## src/design/sdsw_pkg.sv

```systemverilog
// ----------------------------------------------------------------------------
// sdsw_pkg
// Shared types, constants and the segment encoder for the signed decimal
// segment writer.
// ----------------------------------------------------------------------------
package sdsw_pkg;

    localparam int VALUE_W        = 32;
    localparam int DISPLAY_DIGITS = 8;
    localparam int ADDR_W         = 4;
    localparam int SEG_W          = 8;
    localparam int NIBBLE_W       = 4;
    localparam int BCD_DIGITS     = 10;
    localparam int BCD_W          = BCD_DIGITS * NIBBLE_W;
    localparam int DD_STAGES      = 4;
    localparam int DD_BITS        = VALUE_W / DD_STAGES;
    localparam int FRAME_W        = DISPLAY_DIGITS * NIBBLE_W;

    localparam logic [SEG_W-1:0] SEG_ZERO  = 8'h7E;
    localparam logic [SEG_W-1:0] SEG_MINUS = 8'h01;

    typedef struct packed {
        logic               neg;
        logic [BCD_W-1:0]   bcd;
        logic [VALUE_W-1:0] bin;
    } dd_t;

    typedef enum logic [1:0] {
        PH_IDLE,
        PH_CLEAR,
        PH_MINUS,
        PH_DIGIT
    } phase_t;

    function automatic logic [SEG_W-1:0] seg_of(input logic [NIBBLE_W-1:0] d);
        logic [SEG_W-1:0] s;
        case (d)
            4'd0:    s = 8'h7E;
            4'd1:    s = 8'h30;
            4'd2:    s = 8'h6D;
            4'd3:    s = 8'h79;
            4'd4:    s = 8'h33;
            4'd5:    s = 8'h5B;
            4'd6:    s = 8'h5F;
            4'd7:    s = 8'h70;
            4'd8:    s = 8'h7F;
            4'd9:    s = 8'h7B;
            default: s = 8'h00;
        endcase
        return s;
    endfunction

endpackage

```

## src/design/sdsw_sign.sv

```systemverilog
// ----------------------------------------------------------------------------
// sdsw_sign
// First pipeline stage: split the input word into sign and unsigned magnitude
// and seed the BCD conversion.
// ----------------------------------------------------------------------------
module sdsw_sign
(
    input  logic                          clk,
    input  logic                          rst_n,
    input  logic                          in_valid,
    input  logic [sdsw_pkg::VALUE_W-1:0]  in_value,
    output logic                          in_ready,
    output logic                          out_valid,
    output sdsw_pkg::dd_t                 out_data,
    input  logic                          out_ready
);
    import sdsw_pkg::*;

    logic valid_reg;
    dd_t  data_reg;
    dd_t  data_next;

    assign in_ready  = !valid_reg || out_ready;
    assign out_valid = valid_reg;
    assign out_data  = data_reg;

    always_comb
    begin
        data_next.neg = in_value[VALUE_W-1];
        data_next.bcd = '0;
        data_next.bin = in_value[VALUE_W-1] ? (~in_value + {{(VALUE_W-1){1'b0}}, 1'b1})
                                            : in_value;
    end

    always_ff @(posedge clk or negedge rst_n)
    begin
        if (!rst_n)
        begin
            valid_reg <= 1'b0;
        end
        else if (in_ready)
        begin
            valid_reg <= in_valid;
        end
    end

    always_ff @(posedge clk)
    begin
        if (in_ready && in_valid)
        begin
            data_reg <= data_next;
        end
    end

endmodule

```

## src/design/sdsw_dabble.sv

```systemverilog
// ----------------------------------------------------------------------------
// sdsw_dabble
// One shift-and-add-3 stage: converts the next DD_BITS magnitude bits into
// the running BCD value.
// ----------------------------------------------------------------------------
module sdsw_dabble
(
    input  logic          clk,
    input  logic          rst_n,
    input  logic          in_valid,
    input  sdsw_pkg::dd_t in_data,
    output logic          in_ready,
    output logic          out_valid,
    output sdsw_pkg::dd_t out_data,
    input  logic          out_ready
);
    import sdsw_pkg::*;

    logic valid_reg;
    dd_t  data_reg;
    dd_t  data_next;

    assign in_ready  = !valid_reg || out_ready;
    assign out_valid = valid_reg;
    assign out_data  = data_reg;

    always_comb
    begin
        logic [BCD_W-1:0]   bcd;
        logic [VALUE_W-1:0] bin;
        bcd = in_data.bcd;
        bin = in_data.bin;
        for (int s = 0; s < DD_BITS; s++)
        begin
            for (int d = 0; d < BCD_DIGITS; d++)
            begin
                if (bcd[d*NIBBLE_W +: NIBBLE_W] >= 4'd5)
                begin
                    bcd[d*NIBBLE_W +: NIBBLE_W] = bcd[d*NIBBLE_W +: NIBBLE_W] + 4'd3;
                end
            end
            bcd = {bcd[BCD_W-2:0], bin[VALUE_W-1]};
            bin = {bin[VALUE_W-2:0], 1'b0};
        end
        data_next.neg = in_data.neg;
        data_next.bcd = bcd;
        data_next.bin = bin;
    end

    always_ff @(posedge clk or negedge rst_n)
    begin
        if (!rst_n)
        begin
            valid_reg <= 1'b0;
        end
        else if (in_ready)
        begin
            valid_reg <= in_valid;
        end
    end

    always_ff @(posedge clk)
    begin
        if (in_ready && in_valid)
        begin
            data_reg <= data_next;
        end
    end

endmodule

```

## src/design/sdsw_emit.sv

```systemverilog
// ----------------------------------------------------------------------------
// sdsw_emit
// Write sequencer: clears all digits, then writes any minus sign and the
// decimal digits via an output register, one word per cycle unless stalled.
// ----------------------------------------------------------------------------
module sdsw_emit
(
    input  logic                          clk,
    input  logic                          rst_n,
    input  logic                          in_valid,
    input  sdsw_pkg::dd_t                 in_data,
    output logic                          in_ready,
    output logic                          write_valid,
    input  logic                          write_stall,
    output logic [sdsw_pkg::ADDR_W-1:0]   digit_address,
    output logic [sdsw_pkg::SEG_W-1:0]    segments,
    output logic                          last_write
);
    import sdsw_pkg::*;

    phase_t              phase_reg;
    phase_t              phase_next;
    logic [ADDR_W-1:0]   addr_reg;
    logic [ADDR_W-1:0]   addr_next;
    logic [ADDR_W-1:0]   ndig_reg;
    logic                minus_reg;
    logic [FRAME_W-1:0]  frame_reg;
    logic [FRAME_W-1:0]  frame_next;

    logic                ovalid_reg;
    logic [ADDR_W-1:0]   oaddr_reg;
    logic [SEG_W-1:0]    oseg_reg;
    logic                olast_reg;

    logic                slot_free;
    logic                advance;
    logic                load;
    logic [ADDR_W-1:0]   w_addr;
    logic [SEG_W-1:0]    w_seg;
    logic                w_last;

    logic [ADDR_W-1:0]   digits;
    logic [ADDR_W-1:0]   ndig_in;
    logic                minus_in;

    assign slot_free = !ovalid_reg || !write_stall;
    assign advance   = (phase_reg != PH_IDLE) && slot_free;
    assign in_ready  = (phase_reg == PH_IDLE) || (advance && w_last);
    assign load      = in_ready && in_valid;

    always_comb
    begin
        digits = '0;
        for (int d = 0; d < BCD_DIGITS; d++)
        begin
            if (in_data.bcd[d*NIBBLE_W +: NIBBLE_W] != '0)
            begin
                digits = ADDR_W'(d + 1);
            end
        end
        ndig_in  = (digits > ADDR_W'(DISPLAY_DIGITS)) ? ADDR_W'(DISPLAY_DIGITS) : digits;
        minus_in = in_data.neg && (digits != '0) && (digits < ADDR_W'(DISPLAY_DIGITS));
    end

    always_comb
    begin
        w_addr = addr_reg;
        w_seg  = SEG_ZERO;
        w_last = 1'b0;
        unique case (phase_reg)
            PH_IDLE:
            begin
                w_addr = addr_reg;
            end
            PH_CLEAR:
            begin
                w_last = (addr_reg == ADDR_W'(1)) && (ndig_reg == '0);
            end
            PH_MINUS:
            begin
                w_addr = ndig_reg + ADDR_W'(1);
                w_seg  = SEG_MINUS;
            end
            PH_DIGIT:
            begin
                w_seg  = seg_of(frame_reg[NIBBLE_W-1:0]);
                w_last = (addr_reg == ndig_reg);
            end
            default:
            begin
                w_addr = addr_reg;
            end
        endcase
    end

    always_comb
    begin
        phase_next = phase_reg;
        addr_next  = addr_reg;
        frame_next = frame_reg;
        if (advance)
        begin
            unique case (phase_reg)
                PH_CLEAR:
                begin
                    addr_next = addr_reg - ADDR_W'(1);
                    if (addr_reg == ADDR_W'(1))
                    begin
                        addr_next = ADDR_W'(1);
                        if (minus_reg)
                        begin
                            phase_next = PH_MINUS;
                        end
                        else if (ndig_reg != '0)
                        begin
                            phase_next = PH_DIGIT;
                        end
                        else
                        begin
                            phase_next = PH_IDLE;
                        end
                    end
                end
                PH_MINUS:
                begin
                    phase_next = PH_DIGIT;
                end
                PH_DIGIT:
                begin
                    addr_next  = addr_reg + ADDR_W'(1);
                    frame_next = {{NIBBLE_W{1'b0}}, frame_reg[FRAME_W-1:NIBBLE_W]};
                    if (w_last)
                    begin
                        phase_next = PH_IDLE;
                    end
                end
                default:
                begin
                    phase_next = phase_reg;
                end
            endcase
        end
        if (load)
        begin
            phase_next = PH_CLEAR;
            addr_next  = ADDR_W'(DISPLAY_DIGITS);
            frame_next = in_data.bcd[FRAME_W-1:0];
        end
    end

    always_ff @(posedge clk or negedge rst_n)
    begin
        if (!rst_n)
        begin
            phase_reg  <= PH_IDLE;
            ovalid_reg <= 1'b0;
        end
        else
        begin
            phase_reg <= phase_next;
            if (slot_free)
            begin
                ovalid_reg <= advance;
            end
        end
    end

    always_ff @(posedge clk)
    begin
        addr_reg  <= addr_next;
        frame_reg <= frame_next;
        if (load)
        begin
            ndig_reg  <= ndig_in;
            minus_reg <= minus_in;
        end
        if (advance)
        begin
            oaddr_reg <= w_addr;
            oseg_reg  <= w_seg;
            olast_reg <= w_last;
        end
    end

    assign write_valid   = ovalid_reg;
    assign digit_address = oaddr_reg;
    assign segments      = oseg_reg;
    assign last_write    = olast_reg;

endmodule

```

## src/design/signed_decimal_segment_writer_core.sv

```systemverilog
// ----------------------------------------------------------------------------
// signed_decimal_segment_writer_core
// Turns a signed 32-bit word into the run of digit-register writes that show
// it in decimal on an 8-digit seven-segment panel.
//
//   channel  direction  handshake                   payload
//   value    in         value_valid / value_stall   value[31:0]
//   write    out        write_valid / write_stall   digit_address, segments, last_write
//
// A word passes a sign stage and four shift-and-add-3 stages, then the write
// sequencer, which issues one write per cycle while write_stall is low, 8 to
// 16 writes per word (eight clears, then any minus sign and the digits). The
// conversion pipeline keeps up to five words in flight behind it. Reset clears
// all valid bits and returns the sequencer to idle. A stall on the write side
// holds the output register and backs up the pipeline stage by stage.
// ----------------------------------------------------------------------------
module signed_decimal_segment_writer_core
(
    input  logic                          clk,
    input  logic                          rst_n,
    input  logic                          value_valid,
    output logic                          value_stall,
    input  logic [sdsw_pkg::VALUE_W-1:0]  value,
    output logic                          write_valid,
    input  logic                          write_stall,
    output logic [sdsw_pkg::ADDR_W-1:0]   digit_address,
    output logic [sdsw_pkg::SEG_W-1:0]    segments,
    output logic                          last_write
);
    import sdsw_pkg::*;

    logic sign_ready;
    logic stg_valid [DD_STAGES+1];
    logic stg_ready [DD_STAGES+1];
    dd_t  stg_data  [DD_STAGES+1];

    assign value_stall = !sign_ready;

    sdsw_sign u_sign
    (
        .clk       (clk),
        .rst_n     (rst_n),
        .in_valid  (value_valid),
        .in_value  (value),
        .in_ready  (sign_ready),
        .out_valid (stg_valid[0]),
        .out_data  (stg_data[0]),
        .out_ready (stg_ready[0])
    );

    for (genvar g = 0; g < DD_STAGES; g++)
    begin : g_dabble
        sdsw_dabble u_dabble
        (
            .clk       (clk),
            .rst_n     (rst_n),
            .in_valid  (stg_valid[g]),
            .in_data   (stg_data[g]),
            .in_ready  (stg_ready[g]),
            .out_valid (stg_valid[g+1]),
            .out_data  (stg_data[g+1]),
            .out_ready (stg_ready[g+1])
        );
    end

    sdsw_emit u_emit
    (
        .clk           (clk),
        .rst_n         (rst_n),
        .in_valid      (stg_valid[DD_STAGES]),
        .in_data       (stg_data[DD_STAGES]),
        .in_ready      (stg_ready[DD_STAGES]),
        .write_valid   (write_valid),
        .write_stall   (write_stall),
        .digit_address (digit_address),
        .segments      (segments),
        .last_write    (last_write)
    );

endmodule
```

## config.mk

```make
export PLATFORM = sky130hd
export DESIGN_NAME = signed_decimal_segment_writer_core
export DESIGN_NICKNAME = d
export VERILOG_FILES = /design/src/design/sdsw_pkg.sv /design/src/design/sdsw_sign.sv /design/src/design/sdsw_dabble.sv /design/src/design/sdsw_emit.sv /design/src/design/signed_decimal_segment_writer_core.sv
export SDC_FILE = /design/constraint.sdc
export NUM_CORES = 1
export LEC_CHECK = 0
export BUFFER_PORTS_ARGS = -buffer_cell sky130_fd_sc_hd__buf_2
export CORE_MARGIN = 5
export CORE_UTILIZATION = 65
export CTS_CLUSTER_SIZE = 16
export DETAILED_ROUTE_END_ITERATION = 10
export PLACE_DENSITY = 0.82
export SLEW_MARGIN = 20
export SYNTH_ARGS = -nofsm -noshare
export SYNTH_HDL_FRONTEND = slang
export SYNTH_SLANG_ARGS = --single-unit
```

## constraint.sdc

```tcl
create_clock -name clk -period 10.8 [get_ports clk]
set_clock_uncertainty 0.1 [all_clocks]
set_input_delay 1.62 -clock clk [delete_from_list [all_inputs] [get_ports clk]]
set_output_delay 1.62 -clock clk [all_outputs]
set_load 0.01 [all_outputs]
```

==> load_flow_metrics.sql <==
INSERT INTO impl_metrics (metric_group, metric, value, unit) VALUES
('status', 'status', 'completed', ''),
('finish', 'area_growth', '5.45', '%'),
('synth', 'synth_top_area_share', '0.246', ''),
('drt', 'drt_wl_total', '62500', 'um'),
('floorplan', 'initial_core_util', '0.655', ''),
('placed_design', 'port-buffer-count', '49', ''),
('clocking', 'post_cts.resized_instances', '0', ''),
('hold_path', 'worst_hold_path_type', 'reg -> reg', ''),
('clocking', 'cts_setup_buffers', '0', ''),
('synth', 'syn-instance-count', '3537', ''),
('critical_path', 'timing.critical_path.max_delay_family', 'compound AO/OA/AOI/OAI gates', ''),
('drt', 'top_signal_layer_used', 'met4', ''),
('timing', 'tightestPinTransition', '1060', 'ps'),
('timing', 'layout_worst_path_cycle_share', '0.718', ''),
('placed_design', 'post-place-ws', '3220', 'ps'),
('floorplan', 'die_area', '48700', 'um2'),
('floorplan', 'die_x', '221', 'um'),
('finish', 'diodes', '0', ''),
('timing', 'worst_max_slew_margin_expressed_relative_to_the_limit', '0.293', ''),
('timing', 'fmax', '0.129', 'GHz'),
('critical_path', 'setup.worst_path.end_class', 'flop', ''),
('drt', 'drc', '0', ''),
('drt', 'drt.antenna.violating_nets', '0', ''),
('flow_run', 'drv.max_cap_violation_count', '0', ''),
('timing', 'hold_viol_final', '0', ''),
('timing', 'final-setup-viol-count', '0', ''),
('critical_path', 'timing.setup.critical_path_class', 'reg -> reg', ''),
('synth', 'yosysMostFrequentCell', 'sky130_fd_sc_hd__nand2_1', ''),
('critical_path', 'crit_fanout', '12', ''),
('global_route', 'pin_count_of_the_biggest_net_entering_global_routing', '42', ''),
('synth', 'synth.area.top_cells', 'sky130_fd_sc_hd__edfxtp_1 25%, sky130_fd_sc_hd__ha_1 6.8%, sky130_fd_sc_hd__nand2_1 5.0%', ''),
('drt', 'route.met3.wl', '1940', 'um'),
('placed_design', 'post-dp-hpwl', '47400', 'um'),
('clocking', 'clk_latency', '580', 'ps'),
('finish', 'largest_register_ffs', '154', ''),
('global_route', 'antenna_found_initial', '0', ''),
('clocking', 'cts_buffers', '29', ''),
('floorplan', 'top_level_ports', '51', ''),
('clocking', 'cts_hold_buf', '0', ''),
('synth', 'yosys_warnings', '0', ''),
('clocking', 'clock_tree_root_buffer_cell', 'sky130_fd_sc_hd__clkbuf_16', ''),
('synth', 'postSynth.topFlopCell', 'sky130_fd_sc_hd__edfxtp_1', ''),
('finish', 'num-fill-cells', '3491', ''),
('global_route', 'globalRouteOverflowTotal', '0', ''),
('floorplan', 'placement_rows', '77', ''),
('global_route', 'first_global_vias', '24500', ''),
('synth', 'ys_seq_area_frac', '0.260', ''),
('finish', 'layout-drive-gt1-share', '0.110', ''),
('drt', 'via_count', '26300', ''),
('synth', 'yosys-top-cells-count', '383 x sky130_fd_sc_hd__nand2_1, 293 x sky130_fd_sc_hd__nor2_1, 246 x sky130_fd_sc_hd__a21oi_1', ''),
('critical_path', 'critical-path-max-stage-delay', '520', 'ps'),
('synth', 'synthDistinctLibCells', '145', ''),
('drt', 'drt_first_pass_iters', '5', ''),
('clocking', 'clock_sink_count', '255', ''),
('synth', 'synth.ff_latch_count', '255', ''),
('placed_design', 'place.gp.congestion', '0.901', ''),
('critical_path', 'cp_data_arrival_time', '7950', 'ps'),
('timing', 'totalNegativeSetupSlack', '0', 'ps'),
('clocking', 'number_of_h_tree_levels', '1', ''),
('drt', 'wl_met2', '32400', 'um'),
('clocking', 'bufs_on_longest_clock_path', '3', ''),
('synth', 'count_of_flip_flops_with_a_built_in_enable_after_synthesis', '236', ''),
('global_route', 'global_route.usage.total', '0.243', ''),
('critical_path', 'crit_buf_inv', '6', ''),
('clocking', 'clock_tree_from_tritoncts', 'yes', ''),
('timing', 'unrepaired_setup_endpoints_after_global_routing', 'false', ''),
('timing', 'finalMaxSlewViolations', '0', ''),
('synth', 'synth.avg_cell_area', '8.16', 'um2'),
('critical_path', 'worstSetupStartpointType', 'flop', ''),
('timing', 'smallest_setup_slack_after_layout', '3050', 'ps'),
('timing', 'finalCriticalPeriod', '7750', 'ps');
[layout make-up]
cell class              count  area, um2  share of cell area
well taps                 592        741              0.0244
multi-input cells        2957      20100               0.660
clock buffers              31        733              0.0241
inverters                 217        820              0.0269
flip-flops and latches    255       7510               0.247
clock inverters            22        203             0.00666
repair buffers             60        345              0.0114
[path summary, 6_finish.rpt]
check                                             startpoint                           endpoint  slack (ps)  cells after the start
max                        g_dabble[1].u_dabble.out_data[32]  g_dabble[2].u_dabble.out_data[40]        3050                     33
min                                      u_sign.out_data[20]  g_dabble[0].u_dabble.out_data[28]         310                      0
max reg2reg                g_dabble[1].u_dabble.out_data[32]  g_dabble[2].u_dabble.out_data[40]        3050                     33
min reg2reg                              u_sign.out_data[20]  g_dabble[0].u_dabble.out_data[28]         310                      0
max in group asynchronous                              rst_n                 u_emit.write_valid        9570                      1
min in group asynchronous                              rst_n                   u_sign.out_valid         820                      1
[per-stage QoR]
| step | cell area, um2 | hold slack [ps] | std cells | utilization |
|---|---|---|---|---|
| global route | 30400 | 324 | 4134 | 0.691 |
| global placement | 29400 | 301 | 4079 | 0.669 |
| finish | 30400 | 310 | 4134 | 0.691 |
| CTS | 30400 | 316 | 4132 | 0.690 |
| detailed placement | 29400 | 305 | 4079 | 0.669 |
| floorplan | 28800 | 300 | 3537 | - |
[worst register-to-register path: cells and delay by family (launching register included)]
kind,cells,cell delay [ps]
buffers and inverters,6,600
AOI/OAI and AO/OA,15,3440
DFF,1,520
adders and majority gates,6,1400
xor gates and xnor gates,1,130
and+or+nand+nor,5,1260
[cell families after synthesis]
family          after synthesis  share of synthesized area
fa+ha+maj                   161                     0.0694
buf+inv                     325                     0.0448
other cells                   1                   0.000130
mux                         166                     0.0651
flops                       255                      0.260
compound gates             1211                      0.294
xor+xnor                    147                     0.0494
simple gates               1271                      0.217
[placed cells by master (no fill, tap or decap), types with 52 or more instances in the layout]
cell type                  count
sky130_fd_sc_hd__nand2b_1     93
sky130_fd_sc_hd__edfxtp_1    236
sky130_fd_sc_hd__nor3_1       80
sky130_fd_sc_hd__nand2_1     383
sky130_fd_sc_hd__nor2_1      293
sky130_fd_sc_hd__a31oi_1      52
sky130_fd_sc_hd__a211oi_1     60
sky130_fd_sc_hd__xnor2_1     100
sky130_fd_sc_hd__o21ai_0     245
sky130_fd_sc_hd__o211ai_1     57
sky130_fd_sc_hd__inv_1       202
sky130_fd_sc_hd__ha_1        156
sky130_fd_sc_hd__mux2i_1      84
sky130_fd_sc_hd__a21oi_1     246
sky130_fd_sc_hd__nand3_1      88
sky130_fd_sc_hd__mux2_2       66
[layer usage]
metal	global-route usage	vias up
li1	-	13300
met2	0.464	576
met5	0	-
met1	0.296	12400
met3	0.0212	80
met4	0.0583	0
Power is not shown: default switching activity piles up to over one toggle a cycle in this logic, so the estimate is an artifact.
